File: config.mk
export PLATFORM = sky130hd
export DESIGN_NAME = midpoint_circle_generator_unit_flat
export DESIGN_NICKNAME = d
export VERILOG_FILES = /design/src/sv/mcg_pkg.sv /design/src/sv/mcg_if.sv /design/src/sv/mcg_front.sv /design/src/sv/mcg_queue.sv /design/src/sv/mcg_back.sv /design/src/sv/midpoint_circle_generator_unit.sv /design/src/flat_wrapper.sv
export SDC_FILE = /design/constraint.sdc
export NUM_CORES = 1
export LEC_CHECK = 0
export BUFFER_PORTS_ARGS = -buffer_cell sky130_fd_sc_hd__buf_2
export CAP_MARGIN = 10
export CELL_PAD_IN_SITES_DETAIL_PLACEMENT = 0
export CELL_PAD_IN_SITES_GLOBAL_PLACEMENT = 2
export CORE_ASPECT_RATIO = 1.4
export CORE_UTILIZATION = 35
export CTS_CLUSTER_DIAMETER = 150
export CTS_CLUSTER_SIZE = 20
export DETAILED_ROUTE_END_ITERATION = 8
export HOLD_SLACK_MARGIN = 0.08
export PLACE_DENSITY = 0.82
export SYNTH_ARGS = -nofsm -noshare
export SYNTH_HDL_FRONTEND = slang
export SYNTH_HIERARCHICAL = 1
export SYNTH_SLANG_ARGS = --single-unit
File: constraint.sdc
create_clock -name clock -period 4.9 [get_ports clock]
set_clock_uncertainty 0.1 [all_clocks]
set_input_delay 0.735 -clock clock [delete_from_list [all_inputs] [get_ports clock]]
set_output_delay 0.735 -clock clock [all_outputs]
set_load 0.02 [all_outputs]
File: src/sv/mcg_pkg.sv
// Shared constants for the midpoint circle generator.
`timescale 1ns / 1ps

package mcg_pkg;

   // Default coordinate width of center and radius.
   localparam int COORD_BITS_DEF = 11;

   // Input command codes.
   localparam logic CMD_START = 1'b0;
   localparam logic CMD_STEP  = 1'b1;

   // Point index within one group of eight symmetric points.
   localparam logic [2:0] LAST_POINT_IDX = 3'd7;

endpackage

File: src/sv/mcg_if.sv
// Valid/ready channel interfaces for command items and point items.
`timescale 1ns / 1ps

interface mcg_req_if import mcg_pkg::*; #(
   parameter int COORD_BITS = COORD_BITS_DEF
) ();
   logic                  valid;
   logic                  ready;
   logic                  command;
   logic [COORD_BITS-1:0] center_x;
   logic [COORD_BITS-1:0] center_y;
   logic [COORD_BITS-1:0] radius;

   modport source (output valid, command, center_x, center_y, radius, input ready);
   modport sink   (input valid, command, center_x, center_y, radius, output ready);
endinterface

interface mcg_rsp_if import mcg_pkg::*; #(
   parameter int COORD_BITS = COORD_BITS_DEF
) ();
   logic                         valid;
   logic                         ready;
   logic signed [COORD_BITS+1:0] point_x;
   logic signed [COORD_BITS+1:0] point_y;
   logic                         point_valid;
   logic                         last;
   logic                         circle_done;

   modport source (output valid, point_x, point_y, point_valid, last, circle_done,
                   input ready);
   modport sink   (input valid, point_x, point_y, point_valid, last, circle_done,
                   output ready);
endinterface

File: src/sv/mcg_front.sv
// Front end: accepts command items, runs the midpoint decision update, emits jobs.
`timescale 1ns / 1ps

module mcg_front import mcg_pkg::*; #(
   parameter int COORD_BITS = COORD_BITS_DEF,
   localparam int JOB_BITS  = 4 * COORD_BITS + 3
) (
   input  logic                clock,
   input  logic                reset,
   mcg_req_if.sink             req_bus,
   output logic                job_push,
   output logic [JOB_BITS-1:0] job_data,
   input  logic                job_full
);

   localparam int DB = COORD_BITS + 5;

   logic [COORD_BITS-1:0]        pos_x_ff, pos_x_in;
   logic signed [COORD_BITS:0]   pos_y_ff, pos_y_in;
   logic signed [DB-1:0]         dec_ff, dec_in;
   logic [COORD_BITS-1:0]        cx_ff, cx_in;
   logic [COORD_BITS-1:0]        cy_ff, cy_in;
   logic                         active_ff, active_in;

   logic                         accept;
   logic signed [COORD_BITS+1:0] diff;
   logic signed [DB-1:0]         dec_lo;
   logic signed [DB-1:0]         dec_hi;
   logic [COORD_BITS-1:0]        x_next;
   logic signed [COORD_BITS:0]   y_next;
   logic                         done;
   logic                         job_pv;
   logic                         job_done;

   assign req_bus.ready = !job_full;
   assign accept        = req_bus.valid && !job_full;
   assign job_push      = accept;

   // Decision update for both branches
   assign diff   = $signed({2'b00, pos_x_ff}) - $signed({pos_y_ff[COORD_BITS], pos_y_ff});
   assign dec_lo = dec_ff + $signed(DB'({pos_x_ff, 2'b00})) + $signed(DB'(6));
   assign dec_hi = dec_ff + $signed({diff[COORD_BITS+1], diff, 2'b00}) + $signed(DB'(10));
   assign x_next = pos_x_ff + COORD_BITS'(1);

   // Advance state on each accepted item
   always_comb begin
      pos_x_in  = pos_x_ff;
      pos_y_in  = pos_y_ff;
      dec_in    = dec_ff;
      cx_in     = cx_ff;
      cy_in     = cy_ff;
      active_in = active_ff;
      y_next    = pos_y_ff;
      done      = 1'b0;
      job_pv    = 1'b0;
      job_done  = 1'b0;
      if (req_bus.command == CMD_START) begin
         cx_in     = req_bus.center_x;
         cy_in     = req_bus.center_y;
         pos_x_in  = '0;
         pos_y_in  = $signed({1'b0, req_bus.radius});
         dec_in    = $signed(DB'(3)) - $signed(DB'({req_bus.radius, 1'b0}));
         active_in = 1'b1;
         job_pv    = 1'b1;
      end else if (active_ff) begin
         if (dec_ff[DB-1] || dec_ff == '0) begin
            dec_in = dec_lo;
         end else begin
            dec_in = dec_hi;
            y_next = pos_y_ff - $signed((COORD_BITS + 1)'(1));
         end
         done      = $signed({1'b0, x_next}) > y_next;
         pos_x_in  = x_next;
         pos_y_in  = y_next;
         active_in = !done;
         job_pv    = 1'b1;
         job_done  = done;
      end
   end

   assign job_data = {job_pv, job_done, cy_in, cx_in, pos_y_in, pos_x_in};

   always_ff @(posedge clock) begin
      if (reset) begin
         pos_x_ff  <= '0;
         pos_y_ff  <= '0;
         dec_ff    <= '0;
         cx_ff     <= '0;
         cy_ff     <= '0;
         active_ff <= 1'b0;
      end else if (accept) begin
         pos_x_ff  <= pos_x_in;
         pos_y_ff  <= pos_y_in;
         dec_ff    <= dec_in;
         cx_ff     <= cx_in;
         cy_ff     <= cy_in;
         active_ff <= active_in;
      end
   end

endmodule

File: src/sv/mcg_queue.sv
// Two-entry job queue between front end and point emitter.
`timescale 1ns / 1ps

module mcg_queue #(
   parameter int DATA_BITS = 8
) (
   input  logic                 clock,
   input  logic                 reset,
   input  logic                 push,
   input  logic [DATA_BITS-1:0] push_data,
   output logic                 full,
   input  logic                 pop,
   output logic                 head_valid,
   output logic [DATA_BITS-1:0] head_data
);

   logic [DATA_BITS-1:0] slot_ff [2];
   logic                 wr_ptr_ff, wr_ptr_in;
   logic                 rd_ptr_ff, rd_ptr_in;
   logic [1:0]           count_ff, count_in;

   assign full       = count_ff == 2'd2;
   assign head_valid = count_ff != 2'd0;
   assign head_data  = slot_ff[rd_ptr_ff];

   // Advance pointers and occupancy
   always_comb begin
      wr_ptr_in = wr_ptr_ff ^ push;
      rd_ptr_in = rd_ptr_ff ^ pop;
      count_in  = count_ff + {1'b0, push} - {1'b0, pop};
   end

   always_ff @(posedge clock) begin
      if (reset) begin
         wr_ptr_ff <= 1'b0;
         rd_ptr_ff <= 1'b0;
         count_ff  <= 2'd0;
      end else begin
         wr_ptr_ff <= wr_ptr_in;
         rd_ptr_ff <= rd_ptr_in;
         count_ff  <= count_in;
      end
   end

   // Store pushed job
   always_ff @(posedge clock) begin
      if (push) begin
         slot_ff[wr_ptr_ff] <= push_data;
      end
   end

`ifndef SYNTHESIS
   a_no_pop_empty: assert property (@(posedge clock) disable iff (reset)
      pop |-> count_ff != 2'd0) else $error("queue popped while empty");
   a_no_push_full: assert property (@(posedge clock) disable iff (reset)
      push |-> count_ff != 2'd2) else $error("queue pushed while full");
`endif

endmodule

File: src/sv/mcg_back.sv
// Back end: expands jobs into symmetric points, one item per cycle while ready.
`timescale 1ns / 1ps

module mcg_back import mcg_pkg::*; #(
   parameter int COORD_BITS = COORD_BITS_DEF,
   localparam int JOB_BITS  = 4 * COORD_BITS + 3
) (
   input  logic                clock,
   input  logic                reset,
   input  logic                job_valid,
   input  logic [JOB_BITS-1:0] job_data,
   output logic                job_pop,
   mcg_rsp_if.source           rsp_bus
);

   localparam int PW = COORD_BITS + 2;

   logic [COORD_BITS-1:0]      job_x;
   logic signed [COORD_BITS:0] job_y;
   logic [COORD_BITS-1:0]      job_cx;
   logic [COORD_BITS-1:0]      job_cy;
   logic                       job_done;
   logic                       job_pv;

   logic [2:0]                 idx_ff, idx_in;
   logic                       load;
   logic signed [PW-1:0]       xe, ye, a_sel, b_sel, a_val, b_val;
   logic signed [PW:0]         sum_x, sum_y;

   logic                       rsp_valid_ff;
   logic signed [PW-1:0]       point_x_ff, point_x_in;
   logic signed [PW-1:0]       point_y_ff, point_y_in;
   logic                       pv_ff, pv_in;
   logic                       last_ff, last_in;
   logic                       done_ff, done_in;

   assign {job_pv, job_done, job_cy, job_cx, job_y, job_x} = job_data;

   // Take a point when the output register is free or being drained
   assign load    = job_valid && (!rsp_valid_ff || rsp_bus.ready);
   assign job_pop = load && (!job_pv || idx_ff == LAST_POINT_IDX);
   assign idx_in  = job_pop ? 3'd0 : idx_ff + 3'd1;

   // Pick octant: bit 2 swaps, bit 0 negates first, bit 1 negates second
   assign xe    = $signed({2'b00, job_x});
   assign ye    = $signed({job_y[COORD_BITS], job_y});
   assign a_sel = idx_ff[2] ? ye : xe;
   assign b_sel = idx_ff[2] ? xe : ye;
   assign a_val = idx_ff[0] ? -a_sel : a_sel;
   assign b_val = idx_ff[1] ? -b_sel : b_sel;
   assign sum_x = {a_val[PW-1], a_val} + $signed({3'b000, job_cx});
   assign sum_y = {b_val[PW-1], b_val} + $signed({3'b000, job_cy});

   always_comb begin
      if (job_pv) begin
         point_x_in = sum_x[PW-1:0];
         point_y_in = sum_y[PW-1:0];
         pv_in      = 1'b1;
         last_in    = idx_ff == LAST_POINT_IDX;
         done_in    = job_done;
      end else begin
         point_x_in = '0;
         point_y_in = '0;
         pv_in      = 1'b0;
         last_in    = 1'b1;
         done_in    = 1'b0;
      end
   end

   // Hold control: output valid and point index
   always_ff @(posedge clock) begin
      if (reset) begin
         rsp_valid_ff <= 1'b0;
         idx_ff       <= 3'd0;
      end else begin
         if (load) begin
            rsp_valid_ff <= 1'b1;
            idx_ff       <= idx_in;
         end else if (rsp_bus.ready) begin
            rsp_valid_ff <= 1'b0;
         end
      end
   end

   // Output payload register
   always_ff @(posedge clock) begin
      if (load) begin
         point_x_ff <= point_x_in;
         point_y_ff <= point_y_in;
         pv_ff      <= pv_in;
         last_ff    <= last_in;
         done_ff    <= done_in;
      end
   end

   assign rsp_bus.valid       = rsp_valid_ff;
   assign rsp_bus.point_x     = point_x_ff;
   assign rsp_bus.point_y     = point_y_ff;
   assign rsp_bus.point_valid = pv_ff;
   assign rsp_bus.last        = last_ff;
   assign rsp_bus.circle_done = done_ff;

`ifndef SYNTHESIS
   a_mid_run_job: assert property (@(posedge clock) disable iff (reset)
      idx_ff != 3'd0 |-> job_valid && job_pv) else $error("point run lost its job");
   a_reset_idle: assert property (@(posedge clock)
      reset |=> idx_ff == 3'd0 && !rsp_valid_ff) else $error("emitter not idle after reset");
`endif

endmodule

File: src/sv/midpoint_circle_generator_unit.sv
// Top level of the midpoint circle generator.
`timescale 1ns / 1ps
//
// Usage:
//   req_bus carries command items: command 0 starts a circle from center_x,
//   center_y and radius; command 1 advances one step along the octant.
//   rsp_bus carries point items: point_x/point_y (two's complement, center
//   offset), point_valid, last on the final point of a command, and
//   circle_done on every point of the step after which x passes y.
//   A start or an active step gives eight points; a step with no circle in
//   progress gives one item with point_valid low and last high.
// Timing:
//   With the emitter idle, an accepted command is first written into the job
//   queue; its first point is then registered into the output register on rsp_bus.
//   The point emitter issues one point per cycle while the receiver holds ready
//   high, so a sustained stream of commands is limited by the emitter's single
//   output port. A two-entry job queue lets commands be accepted
//   while earlier points are still draining.
// Reset and stall:
//   Synchronous reset empties the queue, drops any pending point and clears
//   the circle state to idle. When the receiver holds ready low the output
//   register holds its point, the queue fills, and req_bus.ready falls.

module midpoint_circle_generator_unit import mcg_pkg::*; #(
   parameter int COORD_BITS = COORD_BITS_DEF
) (
   input logic       clock,
   input logic       reset,
   mcg_req_if.sink   req_bus,
   mcg_rsp_if.source rsp_bus
);

   localparam int JOB_BITS = 4 * COORD_BITS + 3;

   logic                job_push;
   logic [JOB_BITS-1:0] job_in_data;
   logic                job_full;
   logic                job_pop;
   logic                job_valid;
   logic [JOB_BITS-1:0] job_out_data;

   // Accept and classify commands
   mcg_front #(.COORD_BITS(COORD_BITS)) u_front (
      .clock    (clock),
      .reset    (reset),
      .req_bus  (req_bus),
      .job_push (job_push),
      .job_data (job_in_data),
      .job_full (job_full)
   );

   // Decouple front end from emitter
   mcg_queue #(.DATA_BITS(JOB_BITS)) u_queue (
      .clock      (clock),
      .reset      (reset),
      .push       (job_push),
      .push_data  (job_in_data),
      .full       (job_full),
      .pop        (job_pop),
      .head_valid (job_valid),
      .head_data  (job_out_data)
   );

   // Expand jobs into points
   mcg_back #(.COORD_BITS(COORD_BITS)) u_back (
      .clock     (clock),
      .reset     (reset),
      .job_valid (job_valid),
      .job_data  (job_out_data),
      .job_pop   (job_pop),
      .rsp_bus   (rsp_bus)
   );

endmodule

File: src/flat_wrapper.sv
// flat-port wrapper written by rule: the top's interface ports become plain ports
module midpoint_circle_generator_unit_flat import mcg_pkg::*;
#(
   parameter int COORD_BITS = COORD_BITS_DEF
)
  (clock, reset, req_bus_valid, req_bus_command, req_bus_center_x, req_bus_center_y, req_bus_radius, req_bus_ready, rsp_bus_valid, rsp_bus_point_x, rsp_bus_point_y, rsp_bus_point_valid, rsp_bus_last, rsp_bus_circle_done, rsp_bus_ready);
  mcg_req_if #(.COORD_BITS(COORD_BITS)) req_bus_i ();
  mcg_rsp_if #(.COORD_BITS(COORD_BITS)) rsp_bus_i ();
  input logic clock;
  input logic reset;
  input wire logic [$bits(req_bus_i.valid)-1:0] req_bus_valid;
  input wire logic [$bits(req_bus_i.command)-1:0] req_bus_command;
  input wire logic [$bits(req_bus_i.center_x)-1:0] req_bus_center_x;
  input wire logic [$bits(req_bus_i.center_y)-1:0] req_bus_center_y;
  input wire logic [$bits(req_bus_i.radius)-1:0] req_bus_radius;
  output wire logic [$bits(req_bus_i.ready)-1:0] req_bus_ready;
  output wire logic [$bits(rsp_bus_i.valid)-1:0] rsp_bus_valid;
  output wire logic [$bits(rsp_bus_i.point_x)-1:0] rsp_bus_point_x;
  output wire logic [$bits(rsp_bus_i.point_y)-1:0] rsp_bus_point_y;
  output wire logic [$bits(rsp_bus_i.point_valid)-1:0] rsp_bus_point_valid;
  output wire logic [$bits(rsp_bus_i.last)-1:0] rsp_bus_last;
  output wire logic [$bits(rsp_bus_i.circle_done)-1:0] rsp_bus_circle_done;
  input wire logic [$bits(rsp_bus_i.ready)-1:0] rsp_bus_ready;
  assign req_bus_i.valid = req_bus_valid;
  assign req_bus_i.command = req_bus_command;
  assign req_bus_i.center_x = req_bus_center_x;
  assign req_bus_i.center_y = req_bus_center_y;
  assign req_bus_i.radius = req_bus_radius;
  assign req_bus_ready = req_bus_i.ready;
  assign rsp_bus_valid = rsp_bus_i.valid;
  assign rsp_bus_point_x = rsp_bus_i.point_x;
  assign rsp_bus_point_y = rsp_bus_i.point_y;
  assign rsp_bus_point_valid = rsp_bus_i.point_valid;
  assign rsp_bus_last = rsp_bus_i.last;
  assign rsp_bus_circle_done = rsp_bus_i.circle_done;
  assign rsp_bus_i.ready = rsp_bus_ready;
  midpoint_circle_generator_unit #(.COORD_BITS(COORD_BITS)) u_core (.clock(clock), .reset(reset), .req_bus(req_bus_i), .rsp_bus(rsp_bus_i));
endmodule
* Yosys cells after proc, flatten, opt, wreduce, memory -nomap -nowiden
Memories as Yosys holds them, arrays and structs flattened. A register that Yosys moved wholly into a read port is not among the register bits. Cells that the tools add are included.
Word-level totals: register bits after elaboration 99, RAM bits 94, input bits 38, output and inout bits 31, word-level logic and storage cells 81, memories 1
Memories:
- u_core.u_queue.slot_ff | words 2, bits a word 47, rd ports 1, clocked after Yosys merged registers in 1, wr ports 1, RTL line mcg_queue.sv:17 | logic [DATA_BITS-1:0] slot_ff [2];
Cells by class: add/sub/neg operators 15, magnitude comparators 1, eq/ne operators 3, multiplexer cells 29, bitwise logic cells 2, reductions and logical operators 14
Operators by type and width (number):
- $mux 12 | 5
- $mux 13 | 4
- $mux 16 | 3
- $mux 11 | 4
- $add 13x12->13 | 2
- $neg 13->13 | 2
- $add 16x14->16 | 1
- $add 16x15->16 | 1
- $add 16x4->16 const B | 1
- $add 16x5->16 const B | 1
- $logic_not 16->1 | 1
- $sub 12x12->13 | 1
- $sub 2x12->13 const A | 1
- $gt 12x12->1 | 1
- $mux 1 | 12
- $sub 12x2->12 const B | 1
- $add 11x1->11 const B | 1
- $logic_not 1->1 | 4
- $reduce_bool 2->1 | 2
- $add 3x1->3 const B | 1
- $eq 3x3->1 const B | 1
- $logic_and 1x1->1 | 3
- $logic_or 1x1->1 | 3
- $mux 3 | 1
- 6 further kinds | 7

* Depth between registers and ports, before layout
depth after elaboration 9, mapped depth 18, gate-level depth less buffers 17

* Cells and area by module
Netlist, hierarchy kept.
Modules (own cells, without submodules):
- mcg_front | instances 1, cells each 844, area an instance 6287.3 um^2, sequential area each 1241.2 um^2
- mcg_queue | instances 1, cells each 165, area an instance 3676.0 um^2, sequential area each 2902.8 um^2
- mcg_back | instances 1, cells each 340, area an instance 3153.0 um^2, sequential area each 950.9 um^2

* Least setup slack after synthesis
No wires, ideal clock.
kind reg2reg, start point reg u_core.u_back.idx_ff[2], end point reg u_core.u_back.point_x_ff[12], in the netlist u_core/u_back/rsp_bus.point_x[12] (data pin), library setup time 132 ps, data arrival time 3812 ps, slack 856 ps, cell stages (with the launch flop) 17, clock period less this slack 4044 ps, cell sequence dfxtp_1 -> buf_6 -> buf_6 -> clkbuf_8 -> buf_2 -> buf_2 -> mux2i_1 -> ha_1 -> o221ai_1 -> or2_2 -> o21ai_0 -> xor2_1 -> ha_1 -> and3_2 -> a221o_2 -> a2111oi_1 -> a31o_1
On the way: longest elaborated chain between the ends 4
Ends and longest elaborated chain:
- start, declared | RTL line mcg_back.sv:25 | logic [2:0] idx_ff, idx_in;
- start signal, assigned | RTL line mcg_back.sv:78 | idx_ff <= idx_in;
- $mux 13 (*) | RTL line mcg_back.sv:47 | assign a_sel = idx_ff[2] ? ye : xe;
- $neg 13->13 | RTL line mcg_back.sv:49 | assign a_val = idx_ff[0] ? -a_sel : a_sel;
- $mux 13 (*) | RTL line mcg_back.sv:49
- $add 13x12->13 (*) | RTL line mcg_back.sv:51 | assign sum_x = {a_val[PW-1], a_val} + $signed({3'b000, job_cx});
- end signal, assigned | RTL line mcg_back.sv:88 | point_x_ff <= point_x_in;
- end, declared | RTL line mcg_back.sv:31 | logic signed [PW-1:0] point_x_ff, point_x_in;
Every way passes the cells marked *; elsewhere a longest branch is shown, timed or not. A chain may end at the register's enable or synchronous reset.

* Worst setup path after layout
start point reg u_core.u_front.pos_y_ff[2], end point reg u_core.u_front.dec_ff[14]
On the way: longest elaborated chain between the ends 6
Ends and longest elaborated chain:
- start, declared | RTL line mcg_front.sv:19 | logic signed [COORD_BITS:0] pos_y_ff, pos_y_in;
- start signal, assigned | RTL line mcg_front.sv:93 | pos_y_ff <= pos_y_in;
- $sub 12x12->13 | RTL line mcg_front.sv:40 | assign diff = $signed({2'b00, pos_x_ff}) - $signed({pos_y_ff[COORD_BITS], pos_y_ff});
- $add 16x15->16 | RTL line mcg_front.sv:42 | assign dec_hi = dec_ff + $signed({diff[COORD_BITS+1], diff, 2'b00}) + $signed(DB'(10));
- $add 16x5->16 | RTL line mcg_front.sv:42
- $mux 16 | RTL line mcg_front.sv:66 | if (dec_ff[DB-1] || dec_ff == '0) begin
- $mux 16 | RTL line mcg_front.sv:65 | end else if (active_ff) begin
- $mux 16 | RTL line mcg_front.sv:57 | if (req_bus.command == CMD_START) begin
- end signal, assigned | RTL line mcg_front.sv:94 | dec_ff <= dec_in;
- end, declared | RTL line mcg_front.sv:20 | logic signed [DB-1:0] dec_ff, dec_in;
Every way passes these cells. The select of a mux whose other input is x is not followed.

==> flow_summary.json <==
{
  "post_drt_via_cell_ratio": 5.40,
  "area_delta_synth_final_pct": 11.1,
  "postRouteWirelength_mm": 36.6,
  "path_buf_inv": 1,
  "wl_per_cell_um": 19.4,
  "reg2reg_depth": 16,
  "clock_latency_ns": 0.46,
  "wl_met3_um": 971,
  "numCtsBuffers": 17,
  "grt_overflow": 0,
  "antenna_cells": 0,
  "worstPathRequired_ns": 5.17,
  "hpwl_mm": 28.1,
  "top_layer_used": "met4",
  "fp.dieH_um": 231,
  "die_x_um": 166,
  "crit_family": "compound AO/OA/AOI/OAI gates",
  "clkSlewWorstSetupHoldPaths_ns": 0.08,
  "postCtsSetupRepairBufs": 0,
  "initial_core_util": 0.357,
  "rsz0062_at_grt": "false",
  "synth_top_area_frac": 0.282,
  "crit_fanout": 6,
  "status": "finished with violations",
  "max_freq_mhz": 231,
  "syn-mean-instance-area_um2": 9.72,
  "drc": 18,
  "vias": 10185,
  "period_minus_slack_ns": 4.33,
  "whs_ns": 0.353,
  "seq_area_um2": 5100,
  "power.density_nw_per_um2": 532,
  "clock_path_buffers": 2,
  "relSlewSlack": 0.200,
  "ys_ff_latch": 193,
  "finalWeightedCongestion": 0.878,
  "wl_met2_mm": 19.4,
  "cap_violations": 0,
  "ios": 69,
  "hp-start": "u_core/u_front/cx_ff[7]$_SDFFE_PP0P_",
  "grtUsageTotal": 0.194,
  "core_area_um2": 36800,
  "cts_tree": "yes",
  "ys_async_sr_fraction": 0,
  "r2r_start": "u_core/u_front/pos_y_ff[2]$_SDFFE_PP0P_",
  "drive_gt1_frac": 0.163,
  "worst_pin_slew_ns": 1.20,
  "path_cells": "inv_1, ha_1, nor2b_1, o31ai_1, a21oi_1, o21a_1, nor2_1, xnor2_1, ha_1, ha_1, a21o_1, or4_1, a31oi_1, o21a_1, nor3_1, o31ai_1",
  "synth_cells": 1349,
  "num_rows": 83,
  "grt_pass1_wl_mm": 56.7,
  "worstPathArrival_ns": 4.60,
  "critical_path_class": "reg2reg",
  "violations": "design-rule violations",
  "crit_path_end_kind": "flop",
  "grt_max_degree": 57,
  "ys.flop_type": "edfxtp_1",
  "post_cts_resized": 0,
  "yosys_warnings": 6,
  "multiInputGateArea_um2": 7530,
  "whs_path_depth": 2,
  "fillers": 3753,
  "drtIter0Drc": 621,
  "die-area_um2": 38300,
  "synth_edf_count": 123,
  "startpoint": "u_core/u_front/pos_y_ff[2]$_SDFFE_PP0P_",
  "first_pass_iters": 7,
  "ctsHoldBuffers": 0,
  "cts_max_level": 4,
  "synth_top_cell_by_area": "edfxtp_1",
  "hp-class": "reg2reg",
  "synthesis.nets": 1498,
  "fin_ws_ns": 0.573,
  "period_share": 0.883,
  "crit_top_cell": "ha_1",
  "clock_sinks": 193,
  "placed_area_um2": 14000,
  "fin_area_um2": 14600,
  "crit_path_max_incr_delay_ns": 0.53,
  "slowest_stage": "o31ai_1",
  "tns_ns": 0,
  "r2r_slack_ns": 0.57,
  "worstSetupStartpointType": "flop",
  "p_leak_nw": 5.70,
  "ys_types": 84,
  "nNetsFinal": 1555,
  "r2r_end": "u_core/u_front/dec_ff[14]$_SDFFE_PP0P_",
  "final_max_slew_viol_count": 0,
  "place.port_buffers": 68,
  "yosysSeqAreaShare": 0.388,
  "finalHoldViolCount": 0,
  "netlist_area_um2": 13100,
  "setup_violations": 0,
  "ant_nets": 0,
  "grt_antenna_before_repair": 0,
  "m1WireLength_mm": 14.8,
  "cts_root_buffer": "clkbuf_16",
  "vdd_ir_drop_max_uv": 284,
  "place_ws_ns": 0.582,
  "synthTopCellsByArea": "edfxtp_1, dfxtp_1, ha_1",
  "grt_pass1_vias": 10060,
  "worst_hold_path.endpoint": "u_core/u_front/cx_ff[7]$_SDFFE_PP0P_"
}
-- state kept, by name, summed over array words and instances (netlist names) --
| signal | count |
|---|---|
| u_core/u_front/cx_ff | 11 |
| u_core/u_front/cy_ff | 11 |
| u_core/u_queue/rd_ptr_ff | 1 |
| u_core/u_back/rsp_bus.point_x | 13 |
| u_core/u_queue/count_ff | 2 |
| u_core/u_back/rsp_bus.point_y | 13 |
| u_core/u_back/rsp_bus.last | 1 |
| u_core/u_back/idx_ff | 3 |
| u_core/u_back/rsp_bus.point_valid | 1 |
| u_core/u_back/rsp_bus.valid | 1 |
| u_core/u_front/active_ff | 1 |
| u_core/u_queue/wr_ptr_ff | 1 |
| u_core/u_back/rsp_bus.circle_done | 1 |
| u_core/u_front/pos_y_ff | 12 |
| u_core/u_front/dec_ff | 16 |
| u_core/u_front/pos_x_ff | 11 |
| u_core/u_queue/slot_ff | 94 |
-- cells in the final DEF, fill, tap and decap left out, types with 5 or more instances in the layout --
master / Yosys / layout
mux2_2: 51 / 51
or2_2: 8 / 8
a21oi_1: 95 / 94
nor3_1: 50 / 50
o21a_1: 12 / 12
nand4_1: 16 / 16
edfxtp_1: 123 / 123
inv_1: 46 / 46
buf_2: 6 / 68
o31ai_1: 10 / 10
or3_1: 7 / 7
a31oi_1: 14 / 14
mux2i_1: 26 / 26
a211oi_1: 20 / 20
mux2_4: 20 / 20
o22ai_1: 6 / 6
dfxtp_1: 70 / 68
o21ai_0: 64 / 64
clkbuf_16: 0 / 17
buf_4: 4 / 32
xor2_1: 36 / 36
o21bai_1: 8 / 8
nor2b_1: 13 / 13
xnor2_1: 64 / 64
nand2b_1: 14 / 14
nand2_1: 122 / 122
ha_1: 106 / 104
nand3_1: 25 / 25
fa_1: 5 / 5
nor2_1: 106 / 105
o211ai_1: 10 / 10
nor4_1: 14 / 14
or4_1: 6 / 6
clkinv_1: 4 / 6
a21o_1: 33 / 33
and2_1: 8 / 8
-- metrics by stage --
step / utilization / total power [W] / instances
after floorplan: - / 0.00534 / 1349
after global placement: 0.380 / 0.00635 / 1853
after detailed placement: 0.380 / 0.00638 / 1853
after CTS: 0.396 / 0.00777 / 1885
after global routing: 0.396 / 0.00830 / 1886
final: 0.396 / 0.00774 / 1886
-- worst max path at each step --
| stage | endpoint | slack (ns) | cells after the start |
|---|---|---|---|
| after floorplan | u_core/u_back/rsp_bus.point_x[12]$_SDFFCE_PN0P_ | 0.86 | 16 |
| after global placement | u_core/u_back/rsp_bus.point_y[8]$_SDFFCE_PN0P_ | 0.61 | 12 |
| after detailed placement | u_core/u_front/dec_ff[14]$_SDFFE_PP0P_ | 0.58 | 17 |
| after CTS | u_core/u_front/dec_ff[14]$_SDFFE_PP0P_ | 0.57 | 17 |
| after global routing | u_core/u_front/dec_ff[14]$_SDFFE_PP0P_ | 0.26 | 15 |
| final | u_core/u_front/dec_ff[14]$_SDFFE_PP0P_ | 0.57 | 16 |
-- synthesized netlist by cell type (all sizes together), types with 36 or more instances --
library cell and count:
inv 46, xnor2 65, nor3 51, mux2 71, o21ai 64, nor2 106, edfxtp 123, xor2 36
clkbuf 41, a21oi 95, ha 106, nand2 123, dfxtp 70
-- area by class of cell --
type                    instances  area share
inverters                      50      0.0129
repair buffers                101      0.0417
clock buffers                  18      0.0301
well taps                     467      0.0401
flip-flops and latches        193       0.350
clock inverters                14     0.00850
multi-input cells            1043       0.517
-- tightest hold or removal path, cell delays in order (launching register included) --
cell	delay, ns
dfxtp_1	0.31
nand2_1	0.05
a21oi_1	0.05
-- cell families after synthesis --
kind of cell	after synthesis	share of synthesized area
AND/OR/NAND/NOR	419	0.154
AO/OA/AOI/OAI	314	0.152
flip-flops	193	0.388
buffers and inverters	113	0.0400
adder cells (fa/ha/maj)	111	0.109
XOR/XNOR	102	0.0697
multiplexers	97	0.0865
-- metal layers --
metal	vias to the layer above	track usage
met4	0	0.0978
met1	4849	0.214
met2	208	0.363
met5	-	0
met3	66	0.0263
li1	5062	-
-- power by group --
| part | leakage (nW) | switching [W] | internal [W] |
|---|---|---|---|
| sequential | 1.75 | 0.000167 | 0.00219 |
| clock | 0.279 | 0.000677 | 0.000682 |
| combinational | 3.67 | 0.00239 | 0.00164 |
| total | 5.70 | 0.00323 | 0.00451 |
(Power assumes the default switching activity.)
